==> src/hdl/lru_pkg.sv <==
// Shared constants, codes and controller/datapath link types for the LRU index tracker.
// No dependencies; every other file in hdl/ imports this package.
package lru_pkg;

   localparam int MAX_INDICES_DEF = 1024;
   localparam int MAX_SLOTS_DEF   = 64;

   localparam int INDEX_W  = 10;
   localparam int CAP_W    = 7;
   localparam int LIMIT_W  = 11;
   localparam int STATUS_W = 2;
   localparam int CSR_W    = 11;

   localparam logic [CAP_W-1:0]   CAP_RESET   = 7'd64;
   localparam logic [LIMIT_W-1:0] LIMIT_RESET = 11'd1024;

   localparam logic OP_INSERT = 1'b0;
   localparam logic OP_TOUCH  = 1'b1;

   localparam logic CSR_CAPACITY    = 1'b0;
   localparam logic CSR_INDEX_LIMIT = 1'b1;

   localparam logic [STATUS_W-1:0] STATUS_DONE    = 2'd0;
   localparam logic [STATUS_W-1:0] STATUS_EVICTED = 2'd1;
   localparam logic [STATUS_W-1:0] STATUS_ERROR   = 2'd2;

   typedef struct packed {
      logic                load;       // capture request word
      logic                sweep;      // clear one map entry, advance
      logic                map_rd;     // read map at request index
      logic                alloc;      // insert into a fresh slot
      logic                evict;      // insert by reusing the back slot
      logic                evict_clr;  // drop the evicted index from the map
      logic                touch_rd;   // read links of the touched slot
      logic                unlink;     // splice touched slot out of the list
      logic                front_move; // link touched slot at the front
      logic                respond;
      logic [STATUS_W-1:0] rsp_code;
   } lru_cmd_type;

   typedef struct packed {
      logic sweep_last;
      logic limit_ok;
      logic present;
      logic full;
      logic at_front;
      logic op_touch;
   } lru_stat_type;

endpackage

==> src/hdl/lru_ctrl.sv <==
// Sequencer for the LRU index tracker: clearing pass, then per-word steps.
// Depends on lru_pkg; drives lru_datapath through lru_cmd_type.
module lru_ctrl
   import lru_pkg::*;
(
   input  logic         clock,
   input  logic         reset,
   input  logic         start,
   input  logic         csr_we,
   input  lru_stat_type stat,
   output lru_cmd_type  cmd,
   output logic         busy
);

   localparam logic [2:0] ST_CLEAR  = 3'd0;
   localparam logic [2:0] ST_IDLE   = 3'd1;
   localparam logic [2:0] ST_MAPRD  = 3'd2;
   localparam logic [2:0] ST_DECIDE = 3'd3;
   localparam logic [2:0] ST_EVICT  = 3'd4;
   localparam logic [2:0] ST_TOUCH1 = 3'd5;
   localparam logic [2:0] ST_TOUCH2 = 3'd6;

   logic [2:0] state_ff, state_in;

   always_comb begin
      state_in = state_ff;
      cmd      = '0;
      busy     = 1'b1;
      case (state_ff)
         ST_CLEAR: begin
            cmd.sweep = 1'b1;
            if (stat.sweep_last) state_in = ST_IDLE;
         end
         ST_IDLE: begin
            busy = 1'b0;
            if (start) begin
               cmd.load = 1'b1;
               state_in = ST_MAPRD;
            end
         end
         ST_MAPRD: begin
            cmd.map_rd = 1'b1;
            state_in   = ST_DECIDE;
         end
         ST_DECIDE: begin
            if (!stat.limit_ok || (stat.op_touch != stat.present)) begin
               // out of range, insert of a resident index, touch of an absent one
               cmd.respond  = 1'b1;
               cmd.rsp_code = STATUS_ERROR;
               state_in     = ST_IDLE;
            end else if (!stat.op_touch) begin
               if (!stat.full) begin
                  cmd.alloc    = 1'b1;
                  cmd.respond  = 1'b1;
                  cmd.rsp_code = STATUS_DONE;
                  state_in     = ST_IDLE;
               end else begin
                  cmd.evict = 1'b1;
                  state_in  = ST_EVICT;
               end
            end else if (stat.at_front) begin
               cmd.respond  = 1'b1;
               cmd.rsp_code = STATUS_DONE;
               state_in     = ST_IDLE;
            end else begin
               cmd.touch_rd = 1'b1;
               state_in     = ST_TOUCH1;
            end
         end
         ST_EVICT: begin
            cmd.evict_clr = 1'b1;
            cmd.respond   = 1'b1;
            cmd.rsp_code  = STATUS_EVICTED;
            state_in      = ST_IDLE;
         end
         ST_TOUCH1: begin
            cmd.unlink = 1'b1;
            state_in   = ST_TOUCH2;
         end
         ST_TOUCH2: begin
            cmd.front_move = 1'b1;
            cmd.respond    = 1'b1;
            cmd.rsp_code   = STATUS_DONE;
            state_in       = ST_IDLE;
         end
         default: begin
            state_in = ST_CLEAR;
         end
      endcase
      // any register write empties the list: restart the clearing pass
      if (csr_we) state_in = ST_CLEAR;
   end

   always_ff @(posedge clock) begin
      if (reset) begin
         state_ff <= ST_CLEAR;
      end else begin
         state_ff <= state_in;
      end
   end

endmodule

==> config.mk <==
export PLATFORM = sky130hd
export DESIGN_NAME = lru_ctrl
export DESIGN_NICKNAME = d
export VERILOG_FILES = /design/src/hdl/lru_pkg.sv /design/src/hdl/lru_ctrl.sv
export SDC_FILE = /design/constraint.sdc
export NUM_CORES = 1
export LEC_CHECK = 0
export BUFFER_PORTS_ARGS = -buffer_cell sky130_fd_sc_hd__buf_2
export CAP_MARGIN = 10
export CORE_AREA = 10 10 47 49
export DETAILED_ROUTE_END_ITERATION = 8
export DIE_AREA = 0 0 57 59
export SYNTH_ARGS = -nofsm -noshare
export SYNTH_HDL_FRONTEND = slang
export SYNTH_SLANG_ARGS = --single-unit
==> constraint.sdc <==
create_clock -name clock -period 2.75 [get_ports clock]
set_input_delay 0 -clock clock [delete_from_list [all_inputs] [get_ports clock]]
set_output_delay 0 -clock clock [all_outputs]
set_load 0.02 [all_outputs]
==> results of run 1 <==
==> final cells by class <==
cell class | count | area, um2 | area share
well taps | 16 | 20.0 | 0.0417
repair buffers | 25 | 140 | 0.292
inverters | 2 | 7.51 | 0.0156
multi-input cells | 34 | 226 | 0.471
flip-flops and latches | 3 | 60.1 | 0.125
clock buffers | 4 | 26.3 | 0.0547
==> layer usage <==
metal,GRT usage,up-vias
met2,0.105,12
li1,-,211
met3,0.0193,4
met1,0.0553,164
met5,0,-
met4,0.0302,0
==> cells by family (layout without fill, tap and decap cells) <==
family                 after synthesis  count (layout)  share of synthesized area
AO/OA/AOI/OAI                       11              11                      0.289
XOR/XNOR                             1               1                     0.0281
buffers and inverters                5              31                     0.0803
flip-flops                           3               3                      0.193
multiplexers                         1               1                     0.0321
AND/OR/NAND/NOR                     21              21                      0.378
==> critical path, delay by kind of cell, from the launching register on <==
kind	cells	cell delay, ns
flops	1	0.56
buf+inv	1	0.58
compound gates	2	0.55
simple gates	1	0.20
==> where the power goes <==
group | switching (W) | total [W] | internal, W
sequential | 0.00000481 | 0.0000503 | 0.0000455
combinational | 0.0000247 | 0.0000459 | 0.0000212
clock | 0.0000231 | 0.0000775 | 0.0000544
total | 0.0000526 | 0.000174 | 0.000121
==> cell usage after synthesis <==
master     count
nand3b_1       2
o22a_1         1
dfxtp_1        3
inv_1          1
a21oi_1        4
nor3_1         3
buf_2          2
mux2i_1        1
a2111oi_0      1
nand2b_1       2
nor2_1         5
inv_2          1
and3_1         2
o31a_1         1
xnor2_1        1
nand2_1        2
nand4b_1       1
nor4_1         3
o21ai_0        1
a2111oi_2      2
o41ai_1        1
buf_4          1
and2b_2        1
==> worst max-delay path by stage <==
stage	end	depth (start not counted)
finish	state_ff[2]	4
global route	state_ff[2]	4
CTS	state_ff[2]	4
detailed placement	state_ff[2]	3
global placement	state_ff[1]	4
floorplan	state_ff[1]	5
==> metrics by stage <==
step / power, W / util
after global routing: 0.000183 / 0.343
final: 0.000174 / 0.343
after global placement: 0.0000941 / 0.303
after detailed placement: 0.0000948 / 0.303
after floorplan: 0.0000763 / -
after CTS: 0.000177 / 0.343
==> qor.csv, run 1 <==
metric,value,unit
cts bufs inserted,3,
Worst-Skew Late Latency,0.23,ns
Largest Register,state_ff,
post-route minimum period,1.95,ns
synthesized flop and latch total,3,
Hold Fails Final Rpt,0,
"Remaining Overflow, GRT",0,
WHS,0.165,ns
"Avg Cell Area, Syn",7.42,um2
Worst-path clk slew,0.04,ns
Crit path largest cell delay,0.58,ns
clock skew,0.00637,ns
Post-Syn Nets,52,
status,"finished, final reports clean",
WP data arrival,2.12,ns
area fraction of the dominant cell type after synthesis,0.193,
worst slew pin tran,0.415,ns
# setup viols final,0,
post-synthesis sequential area ratio,0.193,
Final HPWL DP,867,um
Synth Instances,42,
final instance area,480,um2
IO Pins,23,
final net count,79,
Hold Crit Start,start,
CTS H-tree lvls,1,
crit end category,register,
critical path peak fanout,14,
"commonest non-fill, non-tap cell in the layout",buf_2,
hold worst-path end,state_ff[0],
Die ar.,0.00336,mm2
metal1 wirelength,418,um
Area contributors post-synth,"dfxtp_1, a2111oi_2, a21oi_1, nor2_1, nor4_1",
RSZ-0062 raised after global routing,no,
placed insts,77,
clock sink total,3,
wire length on met2,540,um
max frequency,514,MHz
Slew HR,0.723,
post-CTS setup buffers,0,
number of fill cells,176,
Cell Pwr Density,362,mW/mm2
post-place instance area,424,um2
cell type with the largest total area after synthesis,dfxtp_1,
Peak VDD IR,0.000305,V
RePlAce Congestion,0.765,
type of the most critical hold path,primary input to register,
"Req. time, crit path",2.93,ns
worst r2r dst,state_ff[2],
startpoint class of the critical path,register,
Initial Utilization,0.222,
metal3 WL,52,um
DR vias,391,
clock root cell,clkbuf_4,
# rows,14,
Port Buffers,22,
Worst Setup Path Type,register to register,
Total Neg Setup Slack,0,ns
fin. max-slew vios,0,
number of buffers inserted by hold repair at cts,3,
die height,59,um
Routed WL per cell,12.3,um
drt total wl,1030,um
total of max-cap violations,0,
Yosys cell types,23,
worst setup path start,state_ff[0],
R2R depth,4,
Ys Warns,0,
fraction of layout cells with a size suffix above 1,0.426,
CTS tree,yes,
initial antenna violation count,0,
Max clock buf depth,2,
top sig layer,met4,
first-pass GRT wire length,1580,um
Via density,4.65,
drt pass-1 iters,4,
Remaining DRCs,0,
Area Overhead vs Synth,54.2,%
Final ANT Viol Nets,0,
Core ar.,0.00140,mm2
period utilization,0.707,
Starting DRT DRC Count,4,
slowest CP cell,dlygate4sd3_1,
Total GRT Usage,0.0573,
leakage,0.227,nW
post-CTS sizing,0,
"Critical Path, Cell by Cell",nand4b_1 > o22a_1 > a2111oi_2 > dlygate4sd3_1,
diode count,0,
R2R Path Start,state_ff[0],
hold depth,4,
largest net degree at the start of global routing,15,
largest registers,state_ff (3),
post-route setup slack,0.804,ns
number of global-route vias before repair,382,
Mapped Area,312,um2
Die Width,57,um
"leading cell types in the layout, fill and taps excluded","buf_2, nor2_1, a21oi_1",
Largest register FFs,3,
Register-to-Register Setup Slack,0.80,ns
Non-Filler Instances,84,
post-place setup slack,1.32,ns
Note: power is estimated with default switching activity, not from simulation.
==> inputs of run 2 (changes only) <==
Clock period 2.75 ns to 1.6 ns, I/O delays scaled along.
==> qor.csv, run 2 (same netlist as run 1, synthesis figures left out) <==
metric,value,unit
die height,59,um
Starting DRT DRC Count,2,
Die ar.,0.00336,mm2
largest registers,state_ff (3),
# rows,14,
"Critical Path, Cell by Cell",buf_4 > nor2_1 > and3_1 > buf_2,
fin. max-slew vios,0,
DR vias,393,
metal1 wirelength,411,um
Worst-path clk slew,0.04,ns
initial antenna violation count,0,
post-route minimum period,1.36,ns
Crit path largest cell delay,0.34,ns
Slew HR,0.716,
Final ANT Viol Nets,0,
"Req. time, crit path",1.60,ns
Worst Setup Path Type,register to output pin,
period utilization,0.847,
clock skew,0.00273,ns
top sig layer,met4,
Core ar.,0.00140,mm2
Total Neg Setup Slack,0,ns
fraction of layout cells with a size suffix above 1,0.456,
Die Width,57,um
CTS H-tree lvls,1,
type of the most critical hold path,primary input to register,
drt total wl,1010,um
Area Overhead vs Synth,53.8,%
post-route setup slack,0.245,ns
CTS tree,yes,
Initial Utilization,0.222,
first-pass GRT wire length,1650,um
Total GRT Usage,0.0600,
RePlAce Congestion,0.768,
"commonest non-fill, non-tap cell in the layout",buf_2,
largest net degree at the start of global routing,15,
Power Total,0.000292,W
Register-to-Register Setup Slack,0.29,ns
RSZ-0062 raised after global routing,no,
worst slew pin tran,0.416,ns
post-place setup slack,0.189,ns
final net count,79,
diode count,0,
Worst-Skew Late Latency,0.23,ns
"leading cell types in the layout, fill and taps excluded","buf_2, nor2_1, a21oi_1",
Routed WL per cell,12.0,um
WHS,0.163,ns
critical path peak fanout,5,
max frequency,738,MHz
Hold Fails Final Rpt,0,
startpoint class of the critical path,register,
WP data arrival,1.36,ns
Peak VDD IR,0.000532,V
slowest CP cell,dfxtp_1,
IO Pins,23,
Remaining DRCs,0,
metal3 WL,58,um
Max clock buf depth,2,
status,"finished, final reports clean",
leakage,0.226,nW
number of global-route vias before repair,390,
total of max-cap violations,0,
clock root cell,clkbuf_4,
Port Buffers,22,
Via density,4.68,
wire length on met2,532,um
"Remaining Overflow, GRT",0,
Cell Pwr Density,610,mW/mm2
drt pass-1 iters,2,
cts bufs inserted,3,
Largest register FFs,3,
Largest Register,state_ff,
Final HPWL DP,867,um
crit end category,output pin,
# setup viols final,0,
clock sink total,3,
## run 2: where the power goes
part / leakage [nW] / switching (W) / internal, W
logic: 0.186 / 0.0000427 / 0.0000359
clock network: 0.0150 / 0.0000343 / 0.0000931
registers: 0.0248 / 0.00000772 / 0.0000786
total: 0.226 / 0.0000847 / 0.000208
## run 2: layer usage
layer	GRT usage	up-vias
li1	-	214
met1	0.0591	167
met2	0.104	10
met3	0.0343	2
met4	0.0201	0
met5	0	-
## run 2: cell type report
cell class,count,area (um2)
fill,175,922
multi-input combinational,34,226
timing repair buffer,25,138
sequential,3,61.3
clock buffer,4,26.3
tap,16,20.0
inverter,2,7.51
## run 2: worst paths after layout
check,start,end,cells past startpoint
setup / recovery,state_ff[1],cmd[11],4
hold / removal,start,state_ff[0],4
setup reg to reg,state_ff[1],state_ff[0],4
hold reg to reg,state_ff[0],state_ff[0],1
## run 2: worst max-delay path: cells and delay by family (launching register included)
kind,cells,cell delay [ns]
flip-flops,1,0.34
buffers and inverters,2,0.32
AND/OR/NAND/NOR,2,0.46
## run 2: metrics by stage
| stage | cells | instance area, um2 | utilization |
|---|---|---|---|
| final | 84 | 479 | 0.342 |
| after global routing | 84 | 479 | 0.342 |
| after CTS | 84 | 478 | 0.341 |
| after detailed placement | 78 | 432 | 0.308 |
| after global placement | 78 | 432 | 0.308 |
| after floorplan | 42 | 312 | - |
## run 2: timing repair
action                                  in CTS  in global routing
endpoints found under the setup margin       0                  1
resized for setup                            0                  1
hold endpoints to repair                     2                  0
hold buffers                                 2                  0
buffers inserted                             0                  0
==> inputs of run 3 (changes only) <==
Settings changed: ABC_AREA set to 1.
Clock period 1.6 ns to 1.31 ns, I/O delays scaled along.
==> qor.csv, run 3 <==
metric,value,unit
status,"finished, final reports clean",
post-route setup slack,0.0820,ns
Slew HR,0.817,
Initial Utilization,0.210,
Worst-path clk slew,0.04,ns
worst slew pin tran,0.274,ns
CTS tree,yes,
Die Width,57,um
Non-Filler Instances,92,
"Avg Cell Area, Syn",5.88,um2
final net count,87,
"leading cell types in the layout, fill and taps excluded","buf_2, nand2_1, inv_1, nor2_1",
largest registers,state_ff (3),
NetSw,0.0000912,W
post-CTS setup buffers,0,
type of the most critical hold path,primary input to register,
"commonest non-fill, non-tap cell in the layout",buf_2,
Area Overhead vs Synth,60.4,%
Final ANT Viol Nets,0,
Flop pwr share,0.301,
post-place setup slack,0.199,ns
crit end category,output pin,
Worst-Skew Late Latency,0.23,ns
WHS,0.0104,ns
fraction of layout cells with a size suffix above 1,0.500,
Crit path largest cell delay,0.36,ns
initial antenna violation count,0,
Worst Setup Path Type,register to output pin,
switching portion of total power,0.284,
post-synthesis sequential area ratio,0.204,
slowest CP cell,dfxtp_4,
period utilization,0.937,
CTS H-tree lvls,1,
"count leader, synth",nand2_1,
number of global-route vias before repair,391,
Post-Syn Nets,60,
Hold Fails Final Rpt,0,
clock network power share,0.504,
Port Buffers,22,
clock root cell,clkbuf_4,
Routed WL per cell,10.6,um
"Remaining Overflow, GRT",0,
leakage,0.288,nW
combinational power share,0.195,
max frequency,814,MHz
drt total wl,976,um
die height,59,um
RePlAce Congestion,0.686,
Via density,4.26,
cell type with the largest total area after synthesis,dfxtp_1,
"Req. time, crit path",1.31,ns
DR vias,392,
Die ar.,0.00336,mm2
Cell Pwr Density,682,mW/mm2
Peak VDD IR,0.000236,V
Total GRT Usage,0.0614,
critical path peak fanout,5,
Core ar.,0.00140,mm2
Area contributors post-synth,"dfxtp_1, nand2_1, inv_1, nor2_1, nor3_2",
diode count,0,
clock skew,0.00199,ns
number of buffers inserted by hold repair at cts,0,
number of fill cells,174,
synthesized flop and latch total,3,
drt pass-1 iters,2,
Total Neg Setup Slack,0,ns
Max clock buf depth,2,
Ys Warns,0,
Largest Register,state_ff,
async set-reset flop share out of synthesis,0,
Remaining DRCs,0,
startpoint class of the critical path,register,
Post-synth EDFFs,0,
largest net degree at the start of global routing,7,
total of max-cap violations,0,
"Core Util, Final",0.337,
cts bufs inserted,3,
first-pass GRT wire length,1600,um
Synth Instances,50,
"top cells by count, synth","nand2_1, inv_1, nor2_1",
area fraction of the dominant cell type after synthesis,0.204,
RSZ-0062 raised after global routing,no,
# rows,14,
# setup viols final,0,
clock sink total,3,
IO Pins,23,
Starting DRT DRC Count,2,
Largest register FFs,3,
placed insts,88,
Final HPWL DP,873,um
internal power,0.000231,W
WP data arrival,1.23,ns
Mapped Area,294,um2
fin. max-slew vios,0,
"Critical Path, Cell by Cell",inv_2 > nor2_4 > nand2_4 > nor4_4 > buf_4,
"Top FF cell, synth",dfxtp_1,
post-route minimum period,1.23,ns
Yosys cell types,17,
run 3: cell count changes after synthesis, moves of 3 or more:
cell and change:
nand2_1 +10, nor4_1 -3, inv_1 +8, nor2_1 +3
a21oi_1 -3
run 3: critical path: cells and delay by family (launching register included):
family | cells | cell delay [ns]
flops | 1 | 0.36
simple gates | 3 | 0.38
buf+inv | 2 | 0.25
run 3: cell families (layout without fill, tap and decap cells):
group / count (synthesis) / after routing / share of synthesized area
compound gates: 4 / 4 / 0.0851
buf+inv: 12 / 38 / 0.153
flops: 3 / 3 / 0.204
simple gates: 31 / 31 / 0.557
run 3: worst paths after layout:
kind              cells past startpoint  slack (ns)     endpoint         from
hold reg to reg                       3        0.62  state_ff[0]  state_ff[0]
setup / recovery                      5        0.08       cmd[8]  state_ff[1]
setup reg to reg                      3        0.34  state_ff[0]  state_ff[2]
hold / removal                        4        0.01  state_ff[0]        reset
run 3: routing by layer:
metal	track usage	share of wire	wire length, um	up-vias
met4	0.0805	0.050	49	0
met5	0	0	0	-
met3	0.0215	0.076	74	4
met2	0.0868	0.47	458	18
li1	-	-	-	207
met1	0.0618	0.40	393	163
run 3: metrics by stage:
step                power (W)  cell area (um2)
floorplan            0.000134              299
global placement     0.000160              429
detailed placement   0.000161              429
CTS                  0.000328              457
global route         0.000348              472
finish               0.000322              472
run 3: layout make-up:
cell class,instances,area (um2),share of cell area
Clock buffer,4,26.3,0.0557
Inverter,12,45.0,0.0955
Multi-Input combinational cell,35,203,0.430
Sequential cell,3,65.1,0.138
Tap cell,16,20.0,0.0424
Timing Repair Buffer,22,113,0.239
run 3: power groups by stage:
stage	registers, W	logic [W]	clock network, W
after detailed placement	0.0000995	0.0000614	0
after CTS	0.0000982	0.0000616	0.000168
after global routing	0.0000971	0.0000709	0.000180
after floorplan	0.0000991	0.0000347	0
final	0.0000969	0.0000628	0.000162
after global placement	0.0000995	0.0000600	0
run 3: repair_timing:
item | CTS | global route
pin swaps | 0 | 0
gates resized for setup | 1 | 4
endpoints found under the setup margin | 1 | 3
